### config.mk
export PLATFORM = sky130hd
export DESIGN_NAME = urb_cmd_queue
export DESIGN_NICKNAME = d
export VERILOG_FILES = /design/src/hdl/urb_pkg.sv /design/src/hdl/urb_cmd_queue.sv
export SDC_FILE = /design/constraint.sdc
export NUM_CORES = 1
export LEC_CHECK = 0
export BUFFER_PORTS_ARGS = -buffer_cell sky130_fd_sc_hd__buf_2
export CORE_ASPECT_RATIO = 1.4
export CORE_MARGIN = 5
export CORE_UTILIZATION = 51
export CTS_BUF_LIST = sky130_fd_sc_hd__clkbuf_4 sky130_fd_sc_hd__clkbuf_8 sky130_fd_sc_hd__clkbuf_16
export DETAILED_ROUTE_END_ITERATION = 8
export HOLD_SLACK_MARGIN = 0.02
export PLACE_DENSITY = 0.88
export SKIP_CTS_REPAIR_TIMING = 1
export SYNTH_ARGS = -nofsm -noshare
export SYNTH_HDL_FRONTEND = slang
export SYNTH_SLANG_ARGS = --single-unit
### constraint.sdc
create_clock -name clk -period 3.5 [get_ports clk]
set_clock_uncertainty 0.05 [all_clocks]
set_input_delay 0.175 -clock clk [delete_from_list [all_inputs] [get_ports clk]]
set_output_delay 0.175 -clock clk [all_outputs]
set_load 0.01 [all_outputs]
### src/hdl/urb_pkg.sv
// Shared types, register offsets and command codes for the UART register block.
package urb_pkg;

    localparam int FIFO_DEPTH_DEF = 16;

    localparam int OP_W       = 2;
    localparam int ADDR_W     = 12;
    localparam int DATA_W     = 32;
    localparam int BYTE_W     = 8;
    localparam int IBRD_W     = 10;
    localparam int FBRD_W     = 6;
    localparam int DIV_W      = IBRD_W + FBRD_W;
    localparam int ACC_W      = 20;
    localparam int STAT_W     = 2;
    localparam int CFG_IDX_W  = 2;
    localparam int CFG_DATA_W = 10;

    // Operation codes of an input item
    localparam logic [OP_W-1:0] OP_READ  = 2'd0;
    localparam logic [OP_W-1:0] OP_WRITE = 2'd1;
    localparam logic [OP_W-1:0] OP_LINE  = 2'd2;
    localparam logic [OP_W-1:0] OP_TICK  = 2'd3;

    // Register offsets
    localparam logic [ADDR_W-1:0] OFS_DATA  = 12'h000;
    localparam logic [ADDR_W-1:0] OFS_FLAG  = 12'h018;
    localparam logic [ADDR_W-1:0] OFS_IBRD  = 12'h024;
    localparam logic [ADDR_W-1:0] OFS_FBRD  = 12'h028;
    localparam logic [ADDR_W-1:0] OFS_CTRL  = 12'h030;
    localparam logic [ADDR_W-1:0] OFS_MASK  = 12'h038;
    localparam logic [ADDR_W-1:0] OFS_MSTAT = 12'h040;
    localparam logic [ADDR_W-1:0] OFS_CLEAR = 12'h044;

    // Flag register bits
    localparam int FLAG_TXE_BIT = 7;
    localparam int FLAG_RXF_BIT = 6;
    localparam int FLAG_TXF_BIT = 5;
    localparam int FLAG_RXE_BIT = 4;

    // Status bits sit at bus bits 5:4; bit 0 receive, bit 1 transmit
    localparam int STAT_LSB = 4;
    localparam int STAT_RX  = 0;
    localparam int STAT_TX  = 1;

    // Configuration port register indexes
    localparam logic [CFG_IDX_W-1:0] CFG_IBRD = 2'd0;
    localparam logic [CFG_IDX_W-1:0] CFG_FBRD = 2'd1;
    localparam logic [CFG_IDX_W-1:0] CFG_CTRL = 2'd2;

    typedef enum logic [4:0] {
        CMD_RD_DATA,
        CMD_RD_FLAG,
        CMD_RD_IBRD,
        CMD_RD_FBRD,
        CMD_RD_CTRL,
        CMD_RD_MASK,
        CMD_RD_MSTAT,
        CMD_RD_NONE,
        CMD_WR_DATA,
        CMD_WR_IBRD,
        CMD_WR_FBRD,
        CMD_WR_CTRL,
        CMD_WR_MASK,
        CMD_WR_CLEAR,
        CMD_WR_NONE,
        CMD_LINE,
        CMD_TICK
    } cmd_kind_t;

    // Decoded command; data carries write data or the line byte in its low bits
    typedef struct packed {
        cmd_kind_t         kind;
        logic [DATA_W-1:0] data;
    } cmd_t;

    typedef struct packed {
        logic [OP_W-1:0]   operation;
        logic [ADDR_W-1:0] address;
        logic [DATA_W-1:0] write_data;
        logic [BYTE_W-1:0] line_byte;
    } req_t;

    typedef struct packed {
        logic [DATA_W-1:0] read_data;
        logic              irq_line;
        logic              tx_valid;
        logic [BYTE_W-1:0] tx_byte;
        logic              byte_dropped;
    } rsp_t;

    typedef struct packed {
        logic [CFG_IDX_W-1:0]  index;
        logic [CFG_DATA_W-1:0] value;
    } cfg_t;

endpackage

### src/hdl/urb_cmd_queue.sv
// Two-entry command queue between the front end and the execute stage.
module urb_cmd_queue (
    input  logic          clk,
    input  logic          rst_n,
    input  logic          push,
    input  urb_pkg::cmd_t push_cmd,
    input  logic          pop,
    output urb_pkg::cmd_t head,
    output logic          full,
    output logic          empty
);
    import urb_pkg::*;

    localparam int QDEPTH = 2;
    localparam int QPTR_W = $clog2(QDEPTH);
    localparam int QCNT_W = $clog2(QDEPTH + 1);

    cmd_t              entry_reg [QDEPTH];
    logic [QPTR_W-1:0] wr_ptr_reg;
    logic [QPTR_W-1:0] wr_ptr_next;
    logic [QPTR_W-1:0] rd_ptr_reg;
    logic [QPTR_W-1:0] rd_ptr_next;
    logic [QCNT_W-1:0] count_reg;
    logic [QCNT_W-1:0] count_next;

    assign full  = (count_reg == QCNT_W'(QDEPTH));
    assign empty = (count_reg == '0);
    assign head  = entry_reg[rd_ptr_reg];

    always_comb
    begin
        wr_ptr_next = wr_ptr_reg;
        rd_ptr_next = rd_ptr_reg;
        count_next  = count_reg;
        if (push)
        begin
            wr_ptr_next = (wr_ptr_reg == QPTR_W'(QDEPTH - 1)) ? '0 : wr_ptr_reg + 1'b1;
        end
        if (pop)
        begin
            rd_ptr_next = (rd_ptr_reg == QPTR_W'(QDEPTH - 1)) ? '0 : rd_ptr_reg + 1'b1;
        end
        if (push && !pop)
        begin
            count_next = count_reg + 1'b1;
        end
        else if (pop && !push)
        begin
            count_next = count_reg - 1'b1;
        end
    end

    always_ff @(posedge clk or negedge rst_n)
    begin
        if (!rst_n)
        begin
            wr_ptr_reg <= '0;
            rd_ptr_reg <= '0;
            count_reg  <= '0;
        end
        else
        begin
            wr_ptr_reg <= wr_ptr_next;
            rd_ptr_reg <= rd_ptr_next;
            count_reg  <= count_next;
        end
    end

    always_ff @(posedge clk)
    begin
        if (push)
        begin
            entry_reg[wr_ptr_reg] <= push_cmd;
        end
    end

endmodule

==> results of run 1 <==
[stage by stage]
| stage | utilization, % | instances |
|---|---|---|
| floorplan | - | 131 |
| global placement | 60.9 | 274 |
| detailed placement | 60.9 | 274 |
| CTS | 64.7 | 290 |
| global route | 71.7 | 329 |
| finish | 71.7 | 329 |
[final cells by class]
class                   instances  area share (%)
repair buffers                118            19.7
clock buffers                  10            3.29
multi-input cells              48            14.6
inverters                       1          0.0941
flip-flops and latches         78            58.2
well taps                      68            2.13
clock inverters                 6            1.91
[power by group]
part	internal (mW)	total, mW	switching (mW)	leakage, nW
clock network	0.401	0.688	0.287	0.106
registers	1.25	1.40	0.159	0.740
logic	0.457	0.803	0.346	0.757
[worst max-delay path by stage]
stage                                 end  depth (start not counted)
after floorplan           entry_reg[0][0]                          1
after global placement           head[24]                          2
after detailed placement         head[12]                          2
after CTS                        head[12]                          2
after global routing             head[11]                          2
final                            head[11]                          2
[cells by family (layout without fill, tap and decap cells)]
family	count (synthesis)	count (layout)
muxes	37	37
xor gates and xnor gates	5	5
DFF	78	78
buffers and inverters	5	135
and+or+nand+nor	5	5
adders and majority gates	1	1
[layout by cell type (no fill, tap or decap)]
cell,n
xor2_1,4
ha_1,1
nor2b_4,1
dfrtp_1,3
xnor2_1,1
clkbuf_8,9
mux2_4,20
clkbuf_4,1
nor2b_1,1
clkinv_2,1
buf_2,79
dfrtp_2,1
dlygate4sd3_1,39
clkinv_1,3
mux2_2,17
nor2_1,2
inv_1,1
bufinv_16,2
edfxtp_1,74
and2_2,1
[per-layer routing]
metal | track usage (%) | wire length (um) | up-vias | share of wire (%)
li1 | - | - | 760 | -
met1 | 15.7 | 1940 | 787 | 36
met2 | 21.8 | 2940 | 57 | 55
met3 | 6.31 | 403 | 8 | 7.5
met4 | 7.11 | 78 | 0 | 1.5
met5 | 0 | 0 | - | 0
==> flow_metrics.tcl, run 1 <==
set metrics [dict create \
    gp_congestion 0.684 \
    tns_ps 0 \
    antenna_found_initial 0 \
    syn_to_final_growth_pct 35.7 \
    worstRegToRegCells 1 \
    layout_setup_ws_ps 1300 \
    worst_slew_pin_slew_ps 1090 \
    cts_tree "done" \
    holdWs_ps 26.4 \
    p_leak_nw 1.60 \
    numPortBuffers 79 \
    synthDistinctLibCells 13 \
    die_w_um 74.2 \
    netlist_area_sq_mm 0.00294 \
    cap_violations 0 \
    first_global_vias 1570 \
    drtIter0Drc 63 \
    synth_most_common_cell "edfxtp_1" \
    worstReg2RegEnd "entry_reg[0][15]" \
    hold_end "wr_ptr_reg" \
    core_sq_mm 0.00557 \
    clkTransAtPathRegs_ps 70 \
    route.detailed.drc 0 \
    diodes 0 \
    vias 1612 \
    vias_per_cell 4.90 \
    synth.top_cell.area_share_pct 75.6 \
    synth_ff_type "edfxtp_1" \
    largest_reg_flops 74 \
    synth_nets 173 \
    io_pins 80 \
    hold_class "in -> reg" \
    end_kind "primary output" \
    chipHeight_um 99.8 \
    synth_compound_area_share_pct 0 \
    regArea_sq_mm 0.00232 \
    wire_per_inst_um 16.3 \
    syn_inst 131 \
    slowest_stage "dfrtp_2" \
    crit_fanout 38 \
    max_freq_mhz 455 \
    slew_viol_final 0 \
    crit_arrival_ps 1970 \
    grt_setup_unrepaired "false" \
    ir_worst_vdd_v 0.000572 \
    critPathKind "reg -> out" \
    timing_hold_violations_final 0 \
    synth_top_family_by_area "multiplexers" \
    required_ps 3270 \
    yosysWarnings 0 \
    h-tree-depth 3 \
    cts-buffers-inserted 9 \
    max_stage_delay_ps 1040 \
    clockBufferDepth 2 \
    first_pass_iters 4 \
    drt-total-wl_mm 5.36 \
    synth_area_leaders "edfxtp_1, mux2_4, mux2_2" \
    power_mw 2.90 \
    min_period_ps 2200 \
    dieArea_sq_mm 0.00740 \
    cp_top_family "flip-flops" \
    crit_buf_inv 1 \
    clock_sinks 78 \
    clock_latency_ps 330 \
    synth_seq_area_share_pct 79.0 \
    dpl_cell_area_sq_mm 0.00339 \
    max_slew_margin_pct 27.5 \
    yosys.area_share.simple_pct 0.894 \
    path_cells "mux2_2, buf_2" \
    muxShareOfSynthArea_pct 16.7 \
    grt_overflow_total 0 \
    ys_ff_latch 78 \
    root_buffer "clkbuf_8" \
    grt.total_usage_pct 13.9 \
    synth-xor-area-share_pct 1.49 \
    status "complete, no violations" \
    final_antenna_net_count 0 \
    cp-startpoint "rd_ptr_reg" \
    ys_top_cells_by_count "edfxtp_1, mux2_4, mux2_2" \
    grt_max_degree 39 \
    nNetsFinal 298 \
    setup_viol 0 \
    critPathLaunchType "register" \
    synth_area_per_cell_sq_um 22.4 \
    synthAdderAreaFrac_pct 0.426 \
    rrSetupSlack_ps 1770 \
    multi_input_comb_area_sq_um 583 \
    yosysTopAreaCell "edfxtp_1" \
    dp_slack_ps 1640 \
    finalCritPeriodShare_pct 62.8 \
    async_reset_ff_share_pct 5.13 \
    reg2reg_from "wr_ptr_reg" \
    synth_edf_count 74 \
    hp-start "push" \
    initial_utilization_pct 52.8 \
    final_area_sq_mm 0.00399 \
    holdPathStages 2 \
    fillCellCount 343 \
    grt_first_pass_wirelength_mm 7.40 \
    drive_above_1_share_pct 50.6 \
    rows 32 \
    pwr_density_cell_mw_per_mm2 726 \
]
Note: power is estimated with default switching activity, not from simulation.
==> run 2: changes to the inputs <==
Settings changed: CORE_UTILIZATION 51 to 46, PLACE_DENSITY 0.88 to 0.84.
Clock period 3.5 ns to 1.8 ns, I/O delays scaled along.
==> run 2 against run 1 <==
Against the previous run: global-route usage down 1.3 points; sequential share of layout area down 0.67 points; register-to-register slack worse by 1200 ps; via count up 0.31%; hold slack improved by 10 ps; die area increased by 9.6%; non-clock buffer count grew 7; flip-flop and latch count unchanged; count of clock-buffer cells in the layout decreased by 1; power is 91% higher; utilization fell by 6.7 points.
==> flow_metrics.tcl, run 2 (same netlist as run 1, synthesis figures left out) <==
set metrics [dict create \
    io_pins 80 \
    holdWs_ps 36.9 \
    max_stage_delay_ps 390 \
    status "complete, no violations" \
    cp_top_family "flip-flops" \
    switching_share_pct 29.6 \
    switchingPower_mw 1.63 \
    worst_slew_pin_slew_ps 295 \
    path_cells "buf_12, mux2_2, buf_2" \
    diodes 0 \
    clock_sinks 78 \
    drt-total-wl_mm 5.34 \
    place_inst 284 \
    route.detailed.drc 0 \
    grt_overflow_total 0 \
    final_antenna_net_count 0 \
    grt_max_degree 29 \
    layout_commonest_cell "buf_2" \
    fin_cells 340 \
    combPwrFrac_pct 33.1 \
    required_ps 1660 \
    dp_hpwl_mm 3.54 \
    ir_worst_vdd_v 0.00119 \
    clockBufferDepth 2 \
    wire_per_inst_um 15.7 \
    core_sq_mm 0.00621 \
    power_mw 5.53 \
    antenna_found_initial 0 \
    pwr_density_cell_mw_per_mm2 1370 \
    worstReg2RegEnd "entry_reg[1][29]" \
    clock_latency_ps 340 \
    drtIter0Drc 83 \
    rrSetupSlack_ps 530 \
    fillCellCount 439 \
    tns_ps 0 \
    grt_first_pass_wirelength_mm 7.78 \
    grt.total_usage_pct 12.6 \
    slowest_stage "dfrtp_2" \
    largest_reg_flops 74 \
    p_int_mw 3.89 \
    finalCritPeriodShare_pct 88.2 \
    min_period_ps 1590 \
    dp_slack_ps 530 \
    max_freq_mhz 630 \
    chipHeight_um 105 \
    clkTransAtPathRegs_ps 80 \
    critPathLaunchType "register" \
    power_frac_seq_pct 46.0 \
    layout_setup_ws_ps 212 \
    crit_buf_inv 2 \
    dieArea_sq_mm 0.00811 \
    initial_utilization_pct 47.3 \
    critPathKind "reg -> out" \
    syn_to_final_growth_pct 37.3 \
    grt_setup_unrepaired "false" \
    drive_above_1_share_pct 52.6 \
    setup_viol 0 \
    timing_hold_violations_final 0 \
    pwr-share-clk_pct 20.8 \
    nNetsFinal 305 \
    crit_arrival_ps 1450 \
    root_buffer "clkbuf_8" \
    h-tree-depth 3 \
    first_pass_iters 4 \
    die_w_um 77.6 \
    max_slew_margin_pct 80.3 \
    first_global_vias 1639 \
    crit_fanout 28 \
    cap_violations 0 \
    slew_viol_final 0 \
    end_kind "primary output" \
    vias 1617 \
    gp_congestion 0.637 \
    vias_per_cell 4.76 \
    p_leak_nw 1.62 \
    cts-buffers-inserted 9 \
    hold_class "in -> async" \
    numPortBuffers 79 \
    cts_tree "done" \
    layout_common_cells "buf_2, edfxtp_1, dlygate4sd3_1, mux2_4, mux2_2" \
    worstRegToRegCells 2 \
    rows 34 \
    reg2reg_from "wr_ptr_reg" \
]
-- run 2: changes by cell type in the layout (fill, tap and decap cells not counted), sizes merged --
cell | previous run | this run
buf | 79 | 85
inv | 1 | 4
bufinv | 2 | 0
clkinv | 4 | 2
clkinvlp | 0 | 2
clkbuf | 10 | 9
dlygate4sd3 | 39 | 40
-- run 2: final cells by class --
| cell class | count | area [sq um] | area share (%) |
|---|---|---|---|
| flip-flops and latches | 78 | 2320 | 57.6 |
| repair buffers | 125 | 853 | 21.1 |
| clock inverters | 7 | 57.6 | 1.43 |
| well taps | 72 | 90.1 | 2.23 |
| clock buffers | 9 | 124 | 3.07 |
| inverters | 1 | 3.75 | 0.0930 |
| multi-input cells | 48 | 583 | 14.4 |
-- run 2: how the worst max path moves through the flow --
stage                     depth (start not counted)  slack [ps]                to        from
after global routing                              3         140          head[28]  rd_ptr_reg
after detailed placement                          2         530   entry_reg[1][5]  wr_ptr_reg
final                                             3         210           head[8]  rd_ptr_reg
after floorplan                                   1          20   entry_reg[1][0]  wr_ptr_reg
after CTS                                         3         170           head[8]  rd_ptr_reg
after global placement                            2         560  entry_reg[1][29]  wr_ptr_reg
-- run 2: power groups by stage --
stage | Clock, mW | Combinational, mW | Sequential, mW
5_1_grt | 1.28 | 1.97 | 2.58
3_5_place_dp | 0 | 1.80 | 2.58
3_3_place_gp | 0 | 1.77 | 2.56
6_report | 1.15 | 1.83 | 2.54
4_1_cts | 1.20 | 1.80 | 2.54
2_1_floorplan | 0 | 1.21 | 2.54
-- run 2: stage by stage --
stage	utilization [%]	instance area, sq um
2_1_floorplan	-	2950
5_1_grt	65.0	4040
3_3_place_gp	55.6	3450
3_5_place_dp	55.6	3450
4_1_cts	58.5	3630
6_report	65.0	4040
-- run 2: metal layers --
layer | vias up | track usage (%) | share of wire (%)
met5 | - | 0 | 0
met4 | 0 | 5.65 | 2.1
met3 | 10 | 4.82 | 6.3
met2 | 52 | 23.0 | 57
met1 | 783 | 12.2 | 35
li1 | 772 | - | -
==> run 3: changes to the inputs <==
Settings changed: CORE_ASPECT_RATIO 1.4 to unset.
==> run 3 against run 2 <==
Against the previous run: utilization is 0.29 points higher; critical path depth is the same; flip-flop and latch count unchanged; hold slack improved by 15 ps; final cell count is 0.88% higher; maximum frequency down 0.36%; sequential power hardly changed; sequential share of layout area decreased by 0.86 points; largest cell class unchanged; largest power group unchanged.
==> flow_metrics.tcl, run 3 (same netlist as run 1, synthesis figures left out) <==
set metrics [dict create \
    nNetsFinal 305 \
    clkTransAtPathRegs_ps 70 \
    cts-buffers-inserted 9 \
    die_w_um 89.9 \
    clock_sinks 78 \
    first_global_vias 1625 \
    slowest_stage "dfrtp_2" \
    cp_top_family "flip-flops" \
    critPathKind "reg -> out" \
    dp_hpwl_mm 3.53 \
    status "complete, no violations" \
    dieArea_sq_mm 0.00809 \
    max_stage_delay_ps 410 \
    path_cells "buf_12, mux2_2, buf_2" \
    hold_class "in -> async" \
    route.detailed.drc 0 \
    finish.utilization_pct 65.3 \
    first_pass_iters 4 \
    chipHeight_um 89.9 \
    end_kind "primary output" \
    vias_per_cell 4.61 \
    io_pins 80 \
    cts_tree "done" \
    pwr_density_cell_mw_per_mm2 1430 \
    finalCritPeriodShare_pct 88.6 \
    layout_setup_ws_ps 206 \
    largest_reg_flops 74 \
    ir_worst_vdd_v 0.00106 \
    layout_common_cells "buf_2, edfxtp_1, dlygate4sd3_1, mux2_4, mux2_2" \
    drtIter0Drc 37 \
    crit_arrival_ps 1450 \
    h-tree-depth 3 \
    grt_first_pass_wirelength_mm 7.76 \
    max_freq_mhz 627 \
    core_sq_mm 0.00628 \
    initial_utilization_pct 46.8 \
    clock_latency_ps 320 \
    worst_slew_pin_slew_ps 334 \
    holdWs_ps 51.8 \
    drive_above_1_share_pct 52.3 \
    drt-total-wl_mm 5.42 \
    max_slew_margin_pct 77.7 \
    setup_viol 0 \
    vias 1581 \
    grt_overflow_total 0 \
    cap_violations 0 \
    required_ps 1660 \
    min_period_ps 1590 \
    tns_ps 0 \
    p_leak_nw 1.66 \
    rows 29 \
    gp_congestion 0.665 \
    slew_viol_final 0 \
    grt_max_degree 26 \
    syn_to_final_growth_pct 39.4 \
    power_mw 5.86 \
    cp-startpoint "rd_ptr_reg" \
    root_buffer "clkbuf_8" \
    diodes 0 \
    reg2reg_from "wr_ptr_reg" \
    dp_slack_ps 511 \
    crit_fanout 23 \
    grt.total_usage_pct 12.5 \
    final_antenna_net_count 0 \
    clockBufferDepth 2 \
    grt_setup_unrepaired "false" \
    wire_per_inst_um 15.8 \
    layout_commonest_cell "buf_2" \
    timing_hold_violations_final 0 \
    antenna_found_initial 0 \
    numPortBuffers 79 \
    crit_buf_inv 2 \
    critPathLaunchType "register" \
]
-- run 3: changes by cell type in the layout (fill, tap and decap cells not counted) --
cell | before | now
clkinv_4 | 1 | 0
inv_8 | 1 | 0
buf_4 | 5 | 4
clkinv_2 | 1 | 2
bufinv_16 | 0 | 3
clkinvlp_4 | 2 | 0
buf_12 | 1 | 2
inv_6 | 2 | 0
-- run 3: layer usage --
layer	share of wire, %	track usage (%)	wire length (um)	up-vias
met1	38	12.8	2080	756
met3	4.8	5.09	259	4
met5	0	0	0	-
li1	-	-	-	767
met2	56	22.3	3030	54
met4	1.0	5.58	56	0
-- run 3: final cells by class --
cell class                      instances  area, sq um
Fill cell                             410         2180
Tap cell                               77         96.3
Inverter                                1         3.75
Clock inverter                          5          100
Timing Repair Buffer                  125          866
Clock buffer                            9          124
Multi-Input combinational cell         48          583
Sequential cell                        78         2320
-- run 3: power breakdown --
part / total, mW / switching [mW] / internal [mW]
Clock: 1.46 / 0.561 / 0.901
Combinational: 1.85 / 0.861 / 0.988
Sequential: 2.55 / 0.132 / 2.42
-- run 3: path summary, 6_finish.rpt --
path,end,slack (ps),depth (start not counted)
setup / recovery,head[8],210,3
hold reg to reg,count_reg[1],450,1
max in group asynchronous,rd_ptr_reg,1520,2
setup reg to reg,entry_reg[1][1],520,2
min in group clk,entry_reg[0][8],430,2
hold / removal,count_reg[0],50,2
-- run 3: through the flow --
step / instance area [sq um] / std cells
after global routing: 4100 / 343
final: 4100 / 343
after detailed placement: 3470 / 289
after CTS: 3700 / 303
after global placement: 3470 / 289
after floorplan: 2950 / 131
